**src/sv/pwlc_pkg.sv**
```systemverilog
// Shared widths, codes and controller/datapath handshake types of the calibrator.
package pwlc_pkg;

   localparam int unsigned DATA_W = 32;
   localparam int unsigned OP_W   = 2;
   localparam int unsigned PROF_W = 3;
   localparam int unsigned CHAN_W = 3;
   localparam int unsigned STAT_W = 3;

   // Opcodes. The unused fourth code behaves as a convert.
   localparam logic [OP_W-1:0] OP_APPEND  = 2'd0;
   localparam logic [OP_W-1:0] OP_CLEAR   = 2'd1;
   localparam logic [OP_W-1:0] OP_CONVERT = 2'd2;

   // Result status codes.
   localparam logic [STAT_W-1:0] ST_CONVERTED   = 3'd0;
   localparam logic [STAT_W-1:0] ST_PASSTHROUGH = 3'd1;
   localparam logic [STAT_W-1:0] ST_STORED      = 3'd2;
   localparam logic [STAT_W-1:0] ST_FULL        = 3'd3;
   localparam logic [STAT_W-1:0] ST_CLEARED     = 3'd4;

   // The divider retires one quotient bit per cycle.
   localparam int unsigned DIV_STEPS = DATA_W;
   localparam int unsigned STEP_W    = $clog2(DIV_STEPS);

   typedef enum logic [2:0] {
      RES_ZERO,
      RES_PASS,
      RES_REF_CUR,
      RES_CLAMP,
      RES_Y1,
      RES_INTERP
   } res_sel_type;

   typedef struct packed {
      logic              capture;
      logic              pt_write;
      logic              clear;
      logic              idx_clr;
      logic              idx_inc;
      logic              mem_rd;
      logic              first_save;
      logic              prev_save;
      logic              seg_save;
      logic              mul;
      logic              div_start;
      logic              res_load;
      res_sel_type       res_sel;
      logic [STAT_W-1:0] res_status;
      logic              out_load;
   } cmd_type;

   typedef struct packed {
      logic [OP_W-1:0] opcode;
      logic            in_range;
      logic            cnt_zero;
      logic            cnt_one;
      logic            cnt_full;
      logic            idx_first;
      logic            idx_last;
      logic            hit;
      logic            span_zero;
      logic            div_done;
   } stat_type;

endpackage

```
**src/sv/pwlc_ctrl.sv**
```systemverilog
// Controller: sequences append, clear and the segment scan, and owns the response valid.
module pwlc_ctrl (
   input  logic                 clock,
   input  logic                 reset,
   input  logic                 req_valid,
   output logic                 req_ready,
   output logic                 rsp_valid,
   input  logic                 rsp_ready,
   input  pwlc_pkg::stat_type   stat,
   output pwlc_pkg::cmd_type    cmd
);
   typedef enum logic [3:0] {
      S_IDLE,
      S_COUNT,
      S_DECIDE,
      S_READ,
      S_CMP,
      S_MUL,
      S_DIVGO,
      S_DIV,
      S_DONE
   } state_type;

   state_type state_ff, state_in;
   logic      rsp_valid_ff, rsp_valid_in;
   logic      accept;

   assign req_ready = (state_ff == S_IDLE);
   assign accept    = req_valid && req_ready;

   always_comb begin
      cmd          = '0;
      state_in     = state_ff;
      rsp_valid_in = rsp_valid_ff && !rsp_ready;
      unique case (state_ff)
         S_IDLE: begin
            if (accept) begin
               cmd.capture = 1'b1;
               state_in    = S_COUNT;
            end
         end
         S_COUNT: begin
            state_in = S_DECIDE;
         end
         S_DECIDE: begin
            unique case (stat.opcode)
               pwlc_pkg::OP_APPEND: begin
                  cmd.res_load = 1'b1;
                  cmd.res_sel  = pwlc_pkg::RES_ZERO;
                  if (stat.in_range && !stat.cnt_full) begin
                     cmd.pt_write   = 1'b1;
                     cmd.res_status = pwlc_pkg::ST_STORED;
                  end else begin
                     cmd.res_status = pwlc_pkg::ST_FULL;
                  end
                  state_in = S_DONE;
               end
               pwlc_pkg::OP_CLEAR: begin
                  cmd.clear      = 1'b1;
                  cmd.res_load   = 1'b1;
                  cmd.res_sel    = pwlc_pkg::RES_ZERO;
                  cmd.res_status = pwlc_pkg::ST_CLEARED;
                  state_in       = S_DONE;
               end
               default: begin
                  if (stat.cnt_zero) begin
                     cmd.res_load   = 1'b1;
                     cmd.res_sel    = pwlc_pkg::RES_PASS;
                     cmd.res_status = pwlc_pkg::ST_PASSTHROUGH;
                     state_in       = S_DONE;
                  end else begin
                     cmd.idx_clr = 1'b1;
                     state_in    = S_READ;
                  end
               end
            endcase
         end
         S_READ: begin
            cmd.mem_rd = 1'b1;
            state_in   = S_CMP;
         end
         S_CMP: begin
            if (stat.cnt_one) begin
               cmd.res_load   = 1'b1;
               cmd.res_sel    = pwlc_pkg::RES_REF_CUR;
               cmd.res_status = pwlc_pkg::ST_CONVERTED;
               state_in       = S_DONE;
            end else if (stat.idx_first) begin
               cmd.first_save = 1'b1;
               cmd.idx_inc    = 1'b1;
               state_in       = S_READ;
            end else if (stat.hit) begin
               cmd.seg_save = 1'b1;
               state_in     = S_MUL;
            end else if (stat.idx_last) begin
               // No segment holds the sample: clamp to the nearer end.
               cmd.res_load   = 1'b1;
               cmd.res_sel    = pwlc_pkg::RES_CLAMP;
               cmd.res_status = pwlc_pkg::ST_CONVERTED;
               state_in       = S_DONE;
            end else begin
               cmd.prev_save = 1'b1;
               cmd.idx_inc   = 1'b1;
               state_in      = S_READ;
            end
         end
         S_MUL: begin
            if (stat.span_zero) begin
               cmd.res_load   = 1'b1;
               cmd.res_sel    = pwlc_pkg::RES_Y1;
               cmd.res_status = pwlc_pkg::ST_CONVERTED;
               state_in       = S_DONE;
            end else begin
               cmd.mul  = 1'b1;
               state_in = S_DIVGO;
            end
         end
         S_DIVGO: begin
            cmd.div_start = 1'b1;
            state_in      = S_DIV;
         end
         S_DIV: begin
            if (stat.div_done) begin
               cmd.res_load   = 1'b1;
               cmd.res_sel    = pwlc_pkg::RES_INTERP;
               cmd.res_status = pwlc_pkg::ST_CONVERTED;
               state_in       = S_DONE;
            end
         end
         S_DONE: begin
            if (!rsp_valid_ff || rsp_ready) begin
               cmd.out_load = 1'b1;
               rsp_valid_in = 1'b1;
               state_in     = S_IDLE;
            end
         end
         default: begin
            state_in = S_IDLE;
         end
      endcase
   end

   always_ff @(posedge clock) begin
      if (reset) begin
         state_ff     <= S_IDLE;
         rsp_valid_ff <= 1'b0;
      end else begin
         state_ff     <= state_in;
         rsp_valid_ff <= rsp_valid_in;
      end
   end

   assign rsp_valid = rsp_valid_ff;

endmodule

```
**config.mk**
```make
export PLATFORM = sky130hd
export DESIGN_NAME = pwlc_ctrl
export DESIGN_NICKNAME = d
export VERILOG_FILES = /design/src/sv/pwlc_pkg.sv /design/src/sv/pwlc_ctrl.sv
export SDC_FILE = /design/constraint.sdc
export NUM_CORES = 1
export LEC_CHECK = 0
export ABC_AREA = 1
export BUFFER_PORTS_ARGS = -buffer_cell sky130_fd_sc_hd__buf_2
export CAP_MARGIN = 25
export CORE_AREA = 5 5 42 44
export DETAILED_ROUTE_END_ITERATION = 6
export DIE_AREA = 0 0 47 49
export GPL_ROUTABILITY_DRIVEN = 0
export PLACE_DENSITY = 0.81
export REMOVE_ABC_BUFFERS = 1
export SLEW_MARGIN = 20
export SYNTH_ARGS = -nofsm -noshare
export SYNTH_HDL_FRONTEND = slang
export SYNTH_SLANG_ARGS = --single-unit
```
**constraint.sdc**
```tcl
create_clock -name clock -period 2.59 [get_ports clock]
set_input_delay 0.1295 -clock clock [delete_from_list [all_inputs] [get_ports clock]]
set_output_delay 0.1295 -clock clock [all_outputs]
set_load 0.03 [all_outputs]
```
After elaboration in Yosys (flattened, before gate mapping):

Cells that the tools add are included.

* register bits after elaboration: 5
* bits of input ports: 15

* eq/ne operators: 12
* mux-type cells: 47
* reduce and logical (&&, ||, !) cells: 11

Operator list (number)
* 7-bit two-way mux: 7
* 4-bit two-way mux: 10
* 4-bit one-hot mux with 9 select lines: 1
* 7-bit one-hot mux with 4 select lines: 1
* 1-bit two-way mux: 23
* 4-bit by 3-bit equality test with 1-bit output, second input constant: 4
* 7-bit one-hot mux with 2 select lines: 1
* 3-bit two-way mux: 3
* 4-bit by 2-bit equality test with 1-bit output, second input constant: 2
* 4-bit by 1-bit equality test with 1-bit output, second input constant: 1
* 4-bit equality test, second input constant: 1
* 4-bit zero test: 1
* 2-bit != test, second input constant: 2
* 1-bit logical AND: 3
* 1-bit zero test: 3
* 3-bit AND reduction: 1
* 2-bit by 1-bit equality test with 1-bit output, second input constant: 1
* 2-bit zero test: 1
* 2-bit two-way mux: 1
* 2-bit by 1-bit != test with 1-bit output, second input constant: 1
* 2-bit OR reduction: 1
* 1-bit logical OR: 1

Longest topological paths before layout:

* depth after elaboration: 5
* mapped depth: 8

Worst setup path after synthesis:

OpenSTA, ideal clock, no wires.

* path kind: reg-to-output
* from: register state_ff[1]
* to: output cmd[1] in the netlist's numbering
* arrival time: 1.467 ns
* required time: 2.461 ns
* setup slack: 0.993 ns
* cell stages (with the launch flop): 7
* buffers on the path: 0
* cell sequence: dfxtp_1 inv_1 nor2_2 nand2_2 inv_1 nand3_1 o21ai_0

RTL lines
* from (decl): line pwlc_ctrl.sv:24 `state_type state_ff, state_in;`
* from (signal assigned): line pwlc_ctrl.sv:148 `state_ff <= state_in;`
* to (decl): line pwlc_ctrl.sv:10 `output pwlc_pkg::cmd_type cmd`

==> summary.txt <==
Synthesis
  • Cells after synthesis: about 100
  • Combinational family with the most area after synthesis: simple AND/OR/NAND/NOR gates
  • Largest area contributor in the netlist: inv_1
  • Xor/xnor cell area share of the yosys netlist: 0
  • Top cells by area, synth: inv_1 22%, dfxtp_1 19%, nand2_1 14%
  • Synthesized flop and latch total: 5
  • Post-synthesis mux area share: 0
  • Main synth FF type: dfxtp_1
  • Post-Synth Adder-Cell Area: 0
  • Top-count cell post-synth: inv_1
  • Synth top cells by count: 31 x inv_1, 20 x nand2_1, 12 x nor2_1, 10 x nand3_1
  • Post-Synth Simple-Gate Area: 0.508
  • Syn avg cell area: 5.24 µm²
  • Synth Area in Compound Gates: 0.0757
  • Post-synth top area share: 0.220
  • Cell Area, Synth: 529 µm²
  • Ys async rst share: 0
  • Warnings, synthesis: 0
  • Post-synth EDFFs: 0
  • Synth unique cells: 15
  • Sequential-to-total area share from yosys stat: 0.189

Clock network
  • Setup Buffers After CTS: 0
  • Root buf cell: clkbuf_4
  • CTS tree: yes
  • Hold Buf Count CTS: 0
  • Bufs on Longest Clock Path: 2
  • Num CTS Buffers: 3
  • Clock transition at path regs: 0.04 ns
  • CTS resizes: 0
  • H-tree depth: 1
  • Clock sinks: 5
  • Skew-Pair Late Insertion Delay: 0.24 ns

Critical path
  • Largest stage delay on the critical path: approximately 0.38 ns
  • Largest delay share family, worst path: simple AND/OR/NAND/NOR gates
  • Critical path arrival: between 1.5 and 2 ns
  • CP dominant cell by count: inv_1
  • CP bufs+invs: 3
  • Critical path's slowest cell: dfxtp_1
  • Worst Path Required: 2.46 ns
  • Critical-path cell list: inv_1 -> nor2_2 -> nand2_2 -> inv_1 -> nand3_1 -> nor3_1 -> buf_2
  • Kind of critical path: register to primary output
  • CP Launch Type: register
  • CP max FO: 4
  • Critical path endpoint category: primary output

Routing
  • Remaining routing DRC violations: 0
  • Final WL: roughly 1500 µm
  • Vias per cell: 4.67
  • Number of DRC markers in iteration 0: 7
  • Via count: around 730
  • Post-DRT Antenna Nets: 0
  • Routed WL per cell: just under 10 µm
  • First-pass iteration count of the detailed router: 4

Die
  • Die Ht: between 40 and 50 µm
  • Core ar.: 0.00140 mm²
  • Row count: 14
  • Die W: 47 µm
  • Initial cell density of the core: 0.378
  • Die area: between 0.002 and 0.0025 mm²
  • Ports: 36

GRT
  • Initial antenna violation count: 0
  • Overall routing resource usage: 0.139
  • Largest net degree at the start of global routing: 7
  • Vias in the first global route: 637
  • GRT Residual Overflow: 0
  • First-pass GRT wire length: approximately 2500 µm

Finish
  • Non-Filler Instances: 156
  • Area growth syn-to-layout: 41.8%
  • Antenna cells: 0
  • Share of layout cells above drive strength 1: 0.329
  • Fin nets: around 160
  • # fillers: 159

STA
  • Final hold vios: 0
  • Slew margin rel.: 0.810
  • F_max: just over 0.6 GHz
  • Setup TNS: 0 ns
  • Tcrit/Tclk final: 0.631
  • Setup ws final: 0.955 ns
  • Final Setup Violations: 0
  • Clock period minus final worst setup slack: 1.63 ns
  • Worst-case clock skew: 0.00331 ns
  • RSZ-0062 raised after global routing: no
  • Final Max Slew Viols: 0
  • Worst-margin pin slew: 0.284 ns

Pwr
  • VDD IR-drop max: 0.358 mV
  • Leakage power: 0.542 nW
  • Pwr per Cell Area: 457 mW/mm²

Placement
  • Pre-CTS setup slack: 1.21 ns
  • I/O Buffers: 35
  • Half-perimeter wire length after placement: 1370 µm
  • Placed Cells: 152

Status
  • Outcome: finished clean

Min path
  • HP Class: input port to register

Run
  • Max Cap Viol: 0
-- per-layer routing --
metal  global-route usage  part of all wire  up-vias
met4               0.0968             0.019        0
met3               0.0185              0.11        3
met5                    0                 0        -
li1                     -                 -      381
met2                0.217              0.49       30
met1                0.167              0.38      314
-- area by class of cell --
| class | instances | area [µm²] | area share |
|---|---|---|---|
| clock buffers | 4 | 26.3 | 0.0350 |
| well taps | 16 | 20.0 | 0.0267 |
| multi-input cells | 64 | 309 | 0.412 |
| repair buffers | 35 | 175 | 0.233 |
| flip-flops and latches | 5 | 100 | 0.133 |
| inverters | 32 | 120 | 0.160 |
-- power breakdown --
part / leakage (nW) / total, mW / switching (mW) / internal (mW)
Sequential: 0.0407 / 0.0966 / 0.0107 / 0.0860
Clock: 0.0150 / 0.0881 / 0.0300 / 0.0581
Combinational: 0.486 / 0.159 / 0.108 / 0.0502
-- path summary, 6_finish.rpt --
check / startpoint / to / slack (ns) / cells past startpoint
setup / recovery: state_ff[1] / cmd[17] / 0.96 / 7
hold / removal: reset / state_ff[0] / 0.1 / 2
setup reg to reg: state_ff[0] / state_ff[0] / 1.36 / 6
hold reg to reg: rsp_valid / rsp_valid / 0.51 / 2
-- flip-flops by register name (all words and copies together) (netlist names) --
signal and count:
state_ff 4, rsp_valid 1
-- metrics by stage --
| stage | util | power, mW | instance area [µm²] | hold slack (ns) |
|---|---|---|---|---|
| after global routing | 0.536 | 0.374 | 751 | 0.102 |
| after global placement | 0.517 | 0.252 | 724 | 0.337 |
| after CTS | 0.536 | 0.350 | 751 | 0.0901 |
| final | 0.536 | 0.343 | 751 | 0.0959 |
| after floorplan | - | 0.210 | 529 | 0.199 |
| after detailed placement | 0.517 | 0.258 | 724 | 0.347 |
-- cells in the final DEF, fill, tap and decap left out, drive strengths merged --
master	count
buf	35
inv	32
nand2	22
nor2	17
nand3	10
nor3	5
dfxtp	5
a21oi	4
clkbuf	4
o211ai	2
nand4	2
o21ai	1
nand3b	1
-- worst reg2reg max path: cells and delay by family, from the launching register on --
family | cells | cell delay (ns)
and+or+nand+nor | 5 | 0.72
AOI/OAI and AO/OA | 1 | 0.05
DFF | 1 | 0.34
-- logic make-up after synthesis --
| logic type | after synthesis |
|---|---|
| simple gates | 57 |
| buf+inv | 32 |
| flops | 5 |
| compound gates | 7 |
No activity file was read; power rests on OpenSTA's default activity.
